<file path="src/rtl/stpf_pkg.sv">
`default_nettype none
package stpf_pkg;

  // Sequencer states of the top level, one-hot.
  typedef enum logic [1:0] {
    ST_RUN = 2'b01,  // taking bins
    ST_DIV = 2'b10   // noise-floor division running or result held
  } state_e;

  // Status of the shared divider.
  typedef struct packed {
    logic busy;  // iterations in progress
    logic done;  // quotient valid, held until the next start
  } div_stat_t;

endpackage
`default_nettype wire

</file>
<file path="src/rtl/stpf_div.sv">
`default_nettype none
module stpf_div #(
  parameter int DVD_W = 35,
  parameter int DVS_W = 11
) (
  input  wire logic                    clk_i,
  input  wire logic                    rst_ni,
  input  wire logic                    start_i,
  input  wire logic [DVD_W-1:0]        dividend_i,
  input  wire logic [DVS_W-1:0]        divisor_i,
  output stpf_pkg::div_stat_t          stat_o,
  output logic      [DVD_W-1:0]        quotient_o
);
  import stpf_pkg::*;

  localparam int CNT_W = $clog2(DVD_W + 1);

  logic             busy_q, busy_d;
  logic             done_q, done_d;
  logic [CNT_W-1:0] cnt_q, cnt_d;
  logic [DVD_W-1:0] quo_q, quo_d;
  logic [DVS_W-1:0] rem_q, rem_d;
  logic [DVS_W-1:0] dvs_q, dvs_d;

  logic [DVS_W:0]   rem_shift;
  logic [DVS_W+1:0] diff;

  // Restoring division, one quotient bit per cycle.
  assign rem_shift = {rem_q, quo_q[DVD_W-1]};
  assign diff      = {1'b0, rem_shift} - {2'b00, dvs_q};

  always_comb begin
    busy_d = busy_q;
    done_d = done_q;
    cnt_d  = cnt_q;
    quo_d  = quo_q;
    rem_d  = rem_q;
    dvs_d  = dvs_q;
    if (start_i) begin
      busy_d = 1'b1;
      done_d = 1'b0;
      cnt_d  = CNT_W'(DVD_W);
      quo_d  = dividend_i;
      rem_d  = '0;
      dvs_d  = divisor_i;
    end else if (busy_q) begin
      if (!diff[DVS_W+1]) begin
        rem_d = diff[DVS_W-1:0];
        quo_d = {quo_q[DVD_W-2:0], 1'b1};
      end else begin
        rem_d = rem_shift[DVS_W-1:0];
        quo_d = {quo_q[DVD_W-2:0], 1'b0};
      end
      cnt_d = cnt_q - CNT_W'(1);
      if (cnt_q == CNT_W'(1)) begin
        busy_d = 1'b0;
        done_d = 1'b1;
      end
    end
  end

  always_ff @(posedge clk_i or negedge rst_ni) begin
    if (!rst_ni) begin
      busy_q <= 1'b0;
      done_q <= 1'b0;
      cnt_q  <= '0;
    end else begin
      busy_q <= busy_d;
      done_q <= done_d;
      cnt_q  <= cnt_d;
    end
  end

  always_ff @(posedge clk_i) begin
    quo_q <= quo_d;
    rem_q <= rem_d;
    dvs_q <= dvs_d;
  end

  assign stat_o.busy = busy_q;
  assign stat_o.done = done_q;
  assign quotient_o  = quo_q;

endmodule
`default_nettype wire

</file>
<file path="src/rtl/spectrum_top_two_peak_finder.sv">
`default_nettype none
// Bins: one request per cycle while taking a frame, peak and sum update in that cycle.
// Last bin: the noise floor goes through a shared shift-subtract divider, one quotient
// bit a cycle; the result is registered into the output once the output slot is free,
// and bin input is held off until that hand-over, at every frame end.
// A result waiting on the output does not stall bins; only a second frame end does.
// Reset (async, active low) clears frame state and output valid; fft_size returns to 256.
module spectrum_top_two_peak_finder #(
  parameter int MAX_FFT_SIZE = 4096,
  parameter int MAG_WIDTH    = 24
) (
  input  wire logic                                    clk_i,
  input  wire logic                                    rst_ni,
  // config write channel
  input  wire logic                                    cfg_valid_i,
  output logic                                         cfg_ready_o,
  input  wire logic [$clog2(MAX_FFT_SIZE):0]           fft_size_i,
  // bin request channel
  input  wire logic                                    in_valid_i,
  output logic                                         in_ready_o,
  input  wire logic [MAG_WIDTH-1:0]                    bin_magnitude_i,
  input  wire logic                                    last_bin_i,
  // result request channel
  output logic                                         out_valid_o,
  input  wire logic                                    out_ready_i,
  output logic [$clog2(MAX_FFT_SIZE)-2:0]              peak_bin_o,
  output logic [MAG_WIDTH-1:0]                         peak_level_o,
  output logic [$clog2(MAX_FFT_SIZE)-2:0]              runner_up_bin_o,
  output logic [MAG_WIDTH-1:0]                         runner_up_level_o,
  output logic [MAG_WIDTH-1:0]                         floor_level_o
);
  import stpf_pkg::*;

  localparam int POS_W = $clog2(MAX_FFT_SIZE);  // bin position counter
  localparam int CFG_W = POS_W + 1;             // fft_size register
  localparam int BIN_W = POS_W - 1;             // examined bin index
  localparam int SUM_W = MAG_WIDTH + BIN_W;     // running sum

  // ---------------------------------------------------------------------------
  // Configuration: fft_size, clamped to MAX_FFT_SIZE on use.
  // ---------------------------------------------------------------------------
  logic [CFG_W-1:0] fft_size_q;
  logic [CFG_W-1:0] size_eff;
  logic [POS_W-1:0] half;
  logic             half_ok;   // at least one bin examined (fft_size >= 4)
  logic [BIN_W-1:0] divisor;

  assign cfg_ready_o = 1'b1;

  always_ff @(posedge clk_i or negedge rst_ni) begin
    if (!rst_ni) begin
      fft_size_q <= CFG_W'(256);
    end else if (cfg_valid_i && cfg_ready_o) begin
      fft_size_q <= fft_size_i;
    end
  end

  assign size_eff = (fft_size_q > CFG_W'(MAX_FFT_SIZE)) ? CFG_W'(MAX_FFT_SIZE) : fft_size_q;
  assign half     = size_eff[CFG_W-1:1];
  assign half_ok  = (half >= POS_W'(2));
  // half - 1 always fits BIN_W bits since half <= MAX_FFT_SIZE/2
  assign divisor  = BIN_W'(half - POS_W'(1));

  // ---------------------------------------------------------------------------
  // Sequencer and frame state
  // ---------------------------------------------------------------------------
  state_e           state_q, state_d;
  logic [POS_W-1:0] pos_q, pos_d;
  logic [MAG_WIDTH-1:0] best_level_q, best_level_d;
  logic [BIN_W-1:0]     best_bin_q, best_bin_d;
  logic [MAG_WIDTH-1:0] next_level_q, next_level_d;
  logic [BIN_W-1:0]     next_bin_q, next_bin_d;
  logic [SUM_W-1:0]     sum_q, sum_d;

  logic             in_fire;
  logic             examine;
  logic             div_start;
  logic             res_load;
  div_stat_t        div_stat;
  logic [SUM_W-1:0] quotient;

  assign in_ready_o = (state_q == ST_RUN);
  assign in_fire    = in_valid_i && in_ready_o;
  // DC bin and bins at or above fft_size/2 are skipped
  assign examine    = (pos_q != '0) && (pos_q < half);
  assign div_start  = in_fire && last_bin_i;
  // hand the frame result over once the quotient is in and the output slot is free
  assign res_load   = (state_q == ST_DIV) && div_stat.done && (!out_valid_o || out_ready_i);

  always_comb begin
    state_d      = state_q;
    pos_d        = pos_q;
    best_level_d = best_level_q;
    best_bin_d   = best_bin_q;
    next_level_d = next_level_q;
    next_bin_d   = next_bin_q;
    sum_d        = sum_q;

    unique case (state_q)
      ST_RUN: begin
        if (in_fire) begin
          if (examine) begin
            sum_d = sum_q + SUM_W'(bin_magnitude_i);
            // strict compares: earlier bin wins a tie
            if (bin_magnitude_i > best_level_q) begin
              next_level_d = best_level_q;
              next_bin_d   = best_bin_q;
              best_level_d = bin_magnitude_i;
              best_bin_d   = pos_q[BIN_W-1:0];
            end else if (bin_magnitude_i > next_level_q) begin
              next_level_d = bin_magnitude_i;
              next_bin_d   = pos_q[BIN_W-1:0];
            end
          end
          // saturate instead of wrapping on overlong frames
          if (pos_q != '1) begin
            pos_d = pos_q + POS_W'(1);
          end
          if (last_bin_i) begin
            state_d = ST_DIV;
          end
        end
      end
      ST_DIV: begin
        // frame registers hold the peaks until the result is taken over
        if (res_load) begin
          state_d      = ST_RUN;
          pos_d        = '0;
          best_level_d = '0;
          best_bin_d   = '0;
          next_level_d = '0;
          next_bin_d   = '0;
          sum_d        = '0;
        end
      end
      default: begin
        state_d = ST_RUN;
      end
    endcase
  end

  always_ff @(posedge clk_i or negedge rst_ni) begin
    if (!rst_ni) begin
      state_q      <= ST_RUN;
      pos_q        <= '0;
      best_level_q <= '0;
      best_bin_q   <= '0;
      next_level_q <= '0;
      next_bin_q   <= '0;
      sum_q        <= '0;
    end else begin
      state_q      <= state_d;
      pos_q        <= pos_d;
      best_level_q <= best_level_d;
      best_bin_q   <= best_bin_d;
      next_level_q <= next_level_d;
      next_bin_q   <= next_bin_d;
      sum_q        <= sum_d;
    end
  end

  // ---------------------------------------------------------------------------
  // Shared divider: sum / (fft_size/2 - 1); started with the sum that
  // includes the last bin.
  // ---------------------------------------------------------------------------
  stpf_div #(
    .DVD_W (SUM_W),
    .DVS_W (BIN_W)
  ) u_div (
    .clk_i      (clk_i),
    .rst_ni     (rst_ni),
    .start_i    (div_start),
    .dividend_i (sum_d),
    .divisor_i  (divisor),
    .stat_o     (div_stat),
    .quotient_o (quotient)
  );

  // ---------------------------------------------------------------------------
  // Output register
  // ---------------------------------------------------------------------------
  logic                 out_valid_q, out_valid_d;
  logic [BIN_W-1:0]     peak_bin_q;
  logic [MAG_WIDTH-1:0] peak_level_q;
  logic [BIN_W-1:0]     ru_bin_q;
  logic [MAG_WIDTH-1:0] ru_level_q;
  logic [MAG_WIDTH-1:0] floor_q;

  always_comb begin
    out_valid_d = out_valid_q;
    priority if (res_load) begin
      out_valid_d = 1'b1;
    end else if (out_ready_i) begin
      out_valid_d = 1'b0;
    end else begin
      out_valid_d = out_valid_q;
    end
  end

  always_ff @(posedge clk_i or negedge rst_ni) begin
    if (!rst_ni) begin
      out_valid_q <= 1'b0;
    end else begin
      out_valid_q <= out_valid_d;
    end
  end

  always_ff @(posedge clk_i) begin
    if (res_load) begin
      peak_bin_q   <= best_bin_q;
      peak_level_q <= best_level_q;
      ru_bin_q     <= next_bin_q;
      ru_level_q   <= next_level_q;
      // mean never exceeds the largest bin, so the low bits hold it
      floor_q      <= half_ok ? quotient[MAG_WIDTH-1:0] : '0;
    end
  end

  assign out_valid_o       = out_valid_q;
  assign peak_bin_o        = peak_bin_q;
  assign peak_level_o      = peak_level_q;
  assign runner_up_bin_o   = ru_bin_q;
  assign runner_up_level_o = ru_level_q;
  assign floor_level_o     = floor_q;

  // ---------------------------------------------------------------------------
  // Assertions
  // ---------------------------------------------------------------------------
  a_no_bins_while_dividing: assert property (@(posedge clk_i) disable iff (!rst_ni)
    div_stat.busy |-> !in_ready_o)
    else $error("bin request taken while divider busy");

  a_frame_end_starts_div: assert property (@(posedge clk_i) disable iff (!rst_ni)
    (in_valid_i && in_ready_o && last_bin_i) |=> (state_q == ST_DIV) && div_stat.busy)
    else $error("frame end did not start the division");

  a_peak_order: assert property (@(posedge clk_i) disable iff (!rst_ni)
    best_level_q >= next_level_q)
    else $error("runner-up above peak in frame state");

  a_out_runner_up: assert property (@(posedge clk_i) disable iff (!rst_ni)
    out_valid_o |-> runner_up_level_o <= peak_level_o)
    else $error("result runner-up above peak");

  a_out_floor: assert property (@(posedge clk_i) disable iff (!rst_ni)
    out_valid_o |-> floor_level_o <= peak_level_o)
    else $error("noise floor above peak");

endmodule
`default_nettype wire

</file>
<file path="config.mk">
export PLATFORM = sky130hd
export DESIGN_NAME = spectrum_top_two_peak_finder
export DESIGN_NICKNAME = d
export VERILOG_FILES = /design/src/rtl/stpf_pkg.sv /design/src/rtl/stpf_div.sv /design/src/rtl/spectrum_top_two_peak_finder.sv
export SDC_FILE = /design/constraint.sdc
export NUM_CORES = 1
export LEC_CHECK = 0
export ABC_AREA = 1
export BUFFER_PORTS_ARGS = -buffer_cell sky130_fd_sc_hd__buf_2
export CAP_MARGIN = 20
export CORE_ASPECT_RATIO = 1.4
export CORE_MARGIN = 2
export CORE_UTILIZATION = 41
export DETAILED_ROUTE_END_ITERATION = 16
export PLACE_DENSITY = 0.72
export SETUP_SLACK_MARGIN = 0.4
export SYNTH_ARGS = -nofsm -noshare
export SYNTH_HDL_FRONTEND = slang
export SYNTH_SLANG_ARGS = --single-unit
</file>
<file path="constraint.sdc">
create_clock -name clk_i -period 4.3 [get_ports clk_i]
set_input_delay 0.86 -clock clk_i [delete_from_list [all_inputs] [get_ports clk_i]]
set_output_delay 0.86 -clock clk_i [all_outputs]
set_load 0.02 [all_outputs]
</file>
Word-level counts from Yosys, hierarchy flattened
Index checks and enable logic that the tools add are counted. Widths: inputs -> output; s select.

Bits in registers: 292. Bits in latches: 0. Memory bits (writable): 0. Bits in read-only memories: 0. Bits of input ports: 43. Output and inout bits: 97. Logic and storage cells: 105. Memories: 0.

$add $sub $neg: 5. Multiply operators: 0. Divide/modulo/power cells: 0. Magnitude comparators: 5. Equality and inequality tests: 11. Shifts and indexed selects: 0. Mux-type cells: 47. Bitwise logic cells: 0. Reduce and logical (&&, ||, !) cells: 17.

Operators with widths (number): $mux 24 (8); $mux 35 (5); $mux 11 (9); $pmux 24 s2 (2); $pmux 35 s2 (1); $gt 24x24->1 (2); $pmux 11 s2 (2); $mux 12 (3); $add 35x24->35 (1); $pmux 12 s2 (1); $gt 13x13->1 const B (1); $mux 13 (1); $sub 12x11->13 (1); $add 12x1->12 const B (1); $ge 12x2->1 const B (1); $lt 12x12->1 (1); $mux 6 (2); $ne 12x12->1 const B (1); $reduce_bool 12->1 (1); $sub 11x1->11 const B (1); $ne 2x1->1 const B (5); $reduce_and 5->1 (2); $mux 1 (9); $reduce_bool 2->1 (4); other kinds (14) (20).

Depth between registers and ports, before layout
Depth after elaboration: 8. Depth in mapped cells: 23. Mapped depth without buffers: 20.

Hierarchy
From an unflattened synthesis, not the netlist that was laid out.

Cells, all modules: 2112. Area, all modules: 16582.2 um^2.

By module, submodules not included: spectrum_top_two_peak_finder (instances 1, cells each 1697, area an instance 13212.7 um^2, sequential area each 6153.4 um^2); stpf_div (instances 1, cells each 415, area an instance 3369.5 um^2, sequential area each 1801.7 um^2).

Least setup slack after synthesis
OpenSTA, ideal clock, no wires.

Path type: input -> register. Start: input out_ready_i. End: register pos_q[10]. Setup time: 131 ps. Arrival time: 4322 ps. Slack: -153 ps. Stages on the path: 9. Path buffers: 0. Path through: nor2_1 > nor3_4 > o21ai_0 > inv_1 > nand2_1 > a21oi_2 > nand2_1 > o21ai_0 > a21oi_1.

Word-level cells in the longest chain between the ends: 4.

Ends and longest elaborated chain: from (decl) (line spectrum_top_two_peak_finder.sv:25) `input wire logic out_ready_i,`; $logic_or 1x1->1 (line spectrum_top_two_peak_finder.sv:88) `assign res_load = (state_q == ST_DIV) && div_stat.done && (!out_valid_o || out_ready_i);`; $logic_and 1x1->1 (line spectrum_top_two_peak_finder.sv:88); $ne 2x2->1 (no line); $reduce_and 4->1 (no line); to (signal assigned) (line spectrum_top_two_peak_finder.sv:153) `pos_q <= pos_d;`; to (decl) (line spectrum_top_two_peak_finder.sv:68) `logic [POS_W-1:0] pos_q, pos_d;`.

Every way passes these cells. A chain may end at the register's enable or synchronous reset.

Worst setup path in the final report
Start: register fft_size_q[6]. End: register u_div.quo_q[12], in the netlist u_div.quotient_o[12] (data pin).

Word-level cells in the longest chain between the ends: 8.

Ends and longest elaborated chain: from (decl) (line spectrum_top_two_peak_finder.sv:42) `logic [CFG_W-1:0] fft_size_q;`; from (signal assigned) (line spectrum_top_two_peak_finder.sv:54) `fft_size_q <= fft_size_i;`; $gt 13x13->1 (line spectrum_top_two_peak_finder.sv:58) `assign size_eff = (fft_size_q > CFG_W'(MAX_FFT_SIZE)) ? CFG_W'(MAX_FFT_SIZE) : fft_size_q;`; $mux 13 (*) (line spectrum_top_two_peak_finder.sv:58); $lt 12x12->1 (*) (line spectrum_top_two_peak_finder.sv:85) `assign examine = (pos_q != '0) && (pos_q < half);`; $logic_and 1x1->1 (*) (line spectrum_top_two_peak_finder.sv:85); $mux 35 (*) (line spectrum_top_two_peak_finder.sv:102) `if (examine) begin`; $mux 35 (*) (line spectrum_top_two_peak_finder.sv:101) `if (in_fire) begin`; $pmux 35 s2 (*) (line spectrum_top_two_peak_finder.sv:99) `unique case (state_q)`; via sum_d[12] (line spectrum_top_two_peak_finder.sv:73) `logic [SUM_W-1:0] sum_q, sum_d;`; $mux 35 (*) (line stpf_div.sv:39) `if (start_i) begin`; via u_div.quo_d[12] (line stpf_div.sv:21) `logic [DVD_W-1:0] quo_q, quo_d;`; to (signal assigned) (line stpf_div.sv:75) `quo_q <= quo_d;`; to (decl) (line stpf_div.sv:21).

The timed path passes the listed nets; every way through them passes the cells marked *.

==> results by group <==
Run status
  • Outcome: finished clean

Critical path
  • Crit path kind: flip-flop to flip-flop
  • Max FO, Critical Path: 55
  • Worst EP arrival: 3.85 ns
  • Worst Path Required: 4.63 ns
  • Critical Path Start Type: flip-flop
  • Register-to-register setup slack: 0.78 ns
  • Crit. End Element: flip-flop
  • Worst R2R Path Depth: 18

Synthesis
  • #FFs+latches synth: around 300
  • Syn_nets: 2125
  • Largest area contributor in the netlist: edfxtp_1
  • Post-synth ARST share: ~48%
  • Post-synthesis cell count: 1978
  • Area contributors post-synth: edfxtp_1 (26%), dfrtp_1 (21%), nand2_1 (14%)
  • Yosys cell types: 56
  • Seq/Total Area, Yosys: between 40% and 50%
  • Post-synth top cells: nand2_1 (607), inv_1 (260), nand3_1 (196)
  • EDFF count, synth: 140
  • Cell Area, Synth: about 0.016 mm²
  • YS warnings: 0
  • Top FF cell, synth: edfxtp_1
  • Top-count cell post-synth: nand2_1
  • Avg Inst Size Synth: about 8.3 µm²
  • Top cell type's share of synthesized area: 25.6%

Global route
  • Total track usage: just under 20%
  • Largest net degree at the start of global routing: ~110
  • Initial antenna violation count: 4
  • Grt total ovfl: 0
  • Vias in the first global route: about 13000
  • First-pass GRT wire length: slightly below 70000 µm

Clocking
  • CTS resizes: 0
  • Hold_buf cts: 0
  • Clk buf depth: 3
  • H-tree levels: 1
  • Clock sinks: just under 300
  • Clock buffer count from CTS: 29
  • Post-CTS setup buffer count: 0
  • CTS root buf: clkbuf_16
  • CTS tree: done
  • Latest clock arrival within the worst-skew pair: between 0.5 and 0.6 ns
  • Clock slew at reported path FFs: about 0.07 ns

Timing
  • Post-Route Skew: roughly 0.012 ns
  • Final worst path period share: about four fifths
  • Final setup fails: 0
  • RSZ-0062 raised after global routing: false
  • Setup slack after layout: ~0.8 ns
  • Slew margin rel.: around 29%
  • Tmin final: between 3 and 4 ns
  • Peak Freq: between 200 and 300 MHz
  • Worst Max-Slew Pin Slew: roughly 1.1 ns
  • Max-slew violation count: 0
  • Final hold violations: 0

Pwr
  • Leakage power figure: ~9 nW
  • Total power: 0.0127 W
  • Pwr per Cell Area: between 600 and 700 mW/mm²
  • Peak VDD IR: roughly 400 µV

Placement
  • Setup Slack @ Placement: roughly 0.8 ns
  • Global placement routability congestion: 0.974
  • Port Buffers: roughly 140
  • Post-DP HPWL: around 31000 µm

Drt
  • ANT nets after route: 0
  • DRC violation total after the first TritonRoute iteration: 851
  • Final WL: 41800 µm
  • Mean routed wirelength per cell: between 15 and 20 µm
  • Routed vias: 13600
  • First-pass DRT Iterations: 5
  • DR vias/cell: roughly 5.2
  • DRC: 0

Cells and area
  • Layout area overhead: 13.0%
  • Layout cells sized above 1: between 10 and 15%
  • NumNets Final: 2236

Run
  • Number of max-cap violations: 0

Floorplanning
  • Cell Rows: 86
  • Initial Utilization: between 40% and 50%
  • I/O pin count: 140
  • Core Box Area: 0.0395 mm²
  • Die Wd: approximately 170 µm
  • Die footprint: about 0.042 mm²
  • Die H: 241 µm

Hold path
  • Hold WC Path Type: input port to asynchronous set/reset pin
[critical path: stages (launching register included)]
cell and delay [ns]:
dfrtp_1 0.42, inv_1 0.09, nand4_1 0.12, nor2_1 0.12, a21oi_1 0.11, inv_1 0.24, nand2_1 0.18, ha_1 0.32
a21oi_1 0.15, a21oi_1 0.10, nor2_1 0.11, nand2_1 0.14, nor2_4 0.11, buf_4 0.48, nand3_1 0.15, nand3_1 0.10
o21ai_1 0.11, nand2_1 0.12, nand2_1 0.06
[layer usage]
metal  share of wire (%)  track usage [%]  wire length (µm)
met3                 4.1             2.10              1690
met2                  49             35.2             20400
met5                   0                0                 0
met1                  41             23.6             17300
met4                 5.7             11.2              2370
[through the flow]
stage,util [%],hold slack [ns],std cells,TNS [ns],instance area (µm²)
after floorplan,-,0.425,1978,-0.817,16600
after global placement,44.6,0.438,2586,0,17600
after detailed placement,44.6,0.443,2586,0,17600
after CTS,47.0,0.378,2640,0,18500
after global routing,47.0,0.413,2644,0,18600
final,47.0,0.353,2644,0,18600
[where the power goes]
part,leakage (nW),internal [W],switching (W)
combinational,5.31,0.00180,0.00383
clock,0.436,0.00132,0.00116
sequential,3.26,0.00390,0.000637
[cell usage in the layout, fill, tap and decap left out, types with 4 or more instances in the layout]
cell type	Yosys	routed
ha_1	102	102
edfxtp_1	140	140
diode_2	0	4
nor2_1	90	86
nand4_1	55	55
o21ai_1	16	34
dfrtp_1	139	139
xnor2_1	15	15
nor4_1	7	7
o21bai_1	4	4
dfxtp_1	11	11
clkinv_2	0	6
inv_1	260	259
clkinvlp_4	0	7
xor2_1	17	17
o211ai_1	14	14
nand2_1	607	606
a21oi_1	70	70
nor3_1	15	15
inv_6	0	6
o31ai_1	4	4
clkbuf_16	0	29
nor2_4	0	4
nand3_2	2	11
buf_2	19	137
buf_4	9	10
o21a_1	8	8
o21ai_0	90	70
o21ai_2	2	4
nand3_1	196	187
[cells by family (layout without fill, tap and decap cells)]
kind of cell | after synthesis | after routing | synth area share [%]
AND/OR/NAND/NOR | 990 | 990 | 25.7
flip-flops | 292 | 292 | 48.4
adder cells (fa/ha/maj) | 104 | 104 | 8.01
XOR/XNOR | 32 | 32 | 1.71
buffers and inverters | 333 | 467 | 8.30
other | 1 | 5 | 0.0228
multiplexers | 3 | 3 | 0.206
AO/OA/AOI/OAI | 223 | 223 | 7.56
[state kept, by name, indices dropped and copies added (netlist names), 12 cells and up]
name               count
pos_q                 12
floor_level_o         24
best_level_q          24
runner_up_level_o     24
peak_level_o          24
sum_q                 35
fft_size_q            13
next_level_q          24
u_div.quotient_o      35
[path summary, 6_finish.rpt]
check / from / to
min reg2reg: next_bin_q[4]$_DFFE_PN0P_ / runner_up_bin_o[4]$_DFFE_PP_
max: fft_size_q[6]$_DFFE_PN0P_ / u_div.quotient_o[12]$_DFFE_PP_
max reg2reg: fft_size_q[6]$_DFFE_PN0P_ / u_div.quotient_o[12]$_DFFE_PP_
max in group asynchronous: rst_ni / state_q[0]$_DFFE_PN1P_
min: rst_ni / fft_size_q[6]$_DFFE_PN0P_
min in group clk_i: next_bin_q[4]$_DFFE_PN0P_ / runner_up_bin_o[4]$_DFFE_PP_
[area by class of cell]
cell class / count / area, µm²
Inverter: 263 / 988
Timing Repair Buffer: 150 / 812
Multi-Input combinational cell: 1353 / 7200
Sequential cell: 292 / 7960
Clock buffer: 31 / 733
Antenna cell: 4 / 10.0
Fill cell: 3764 / 20900
Tap cell: 528 / 661
Clock inverter: 23 / 193
Note: power is estimated with default switching activity, not from simulation.
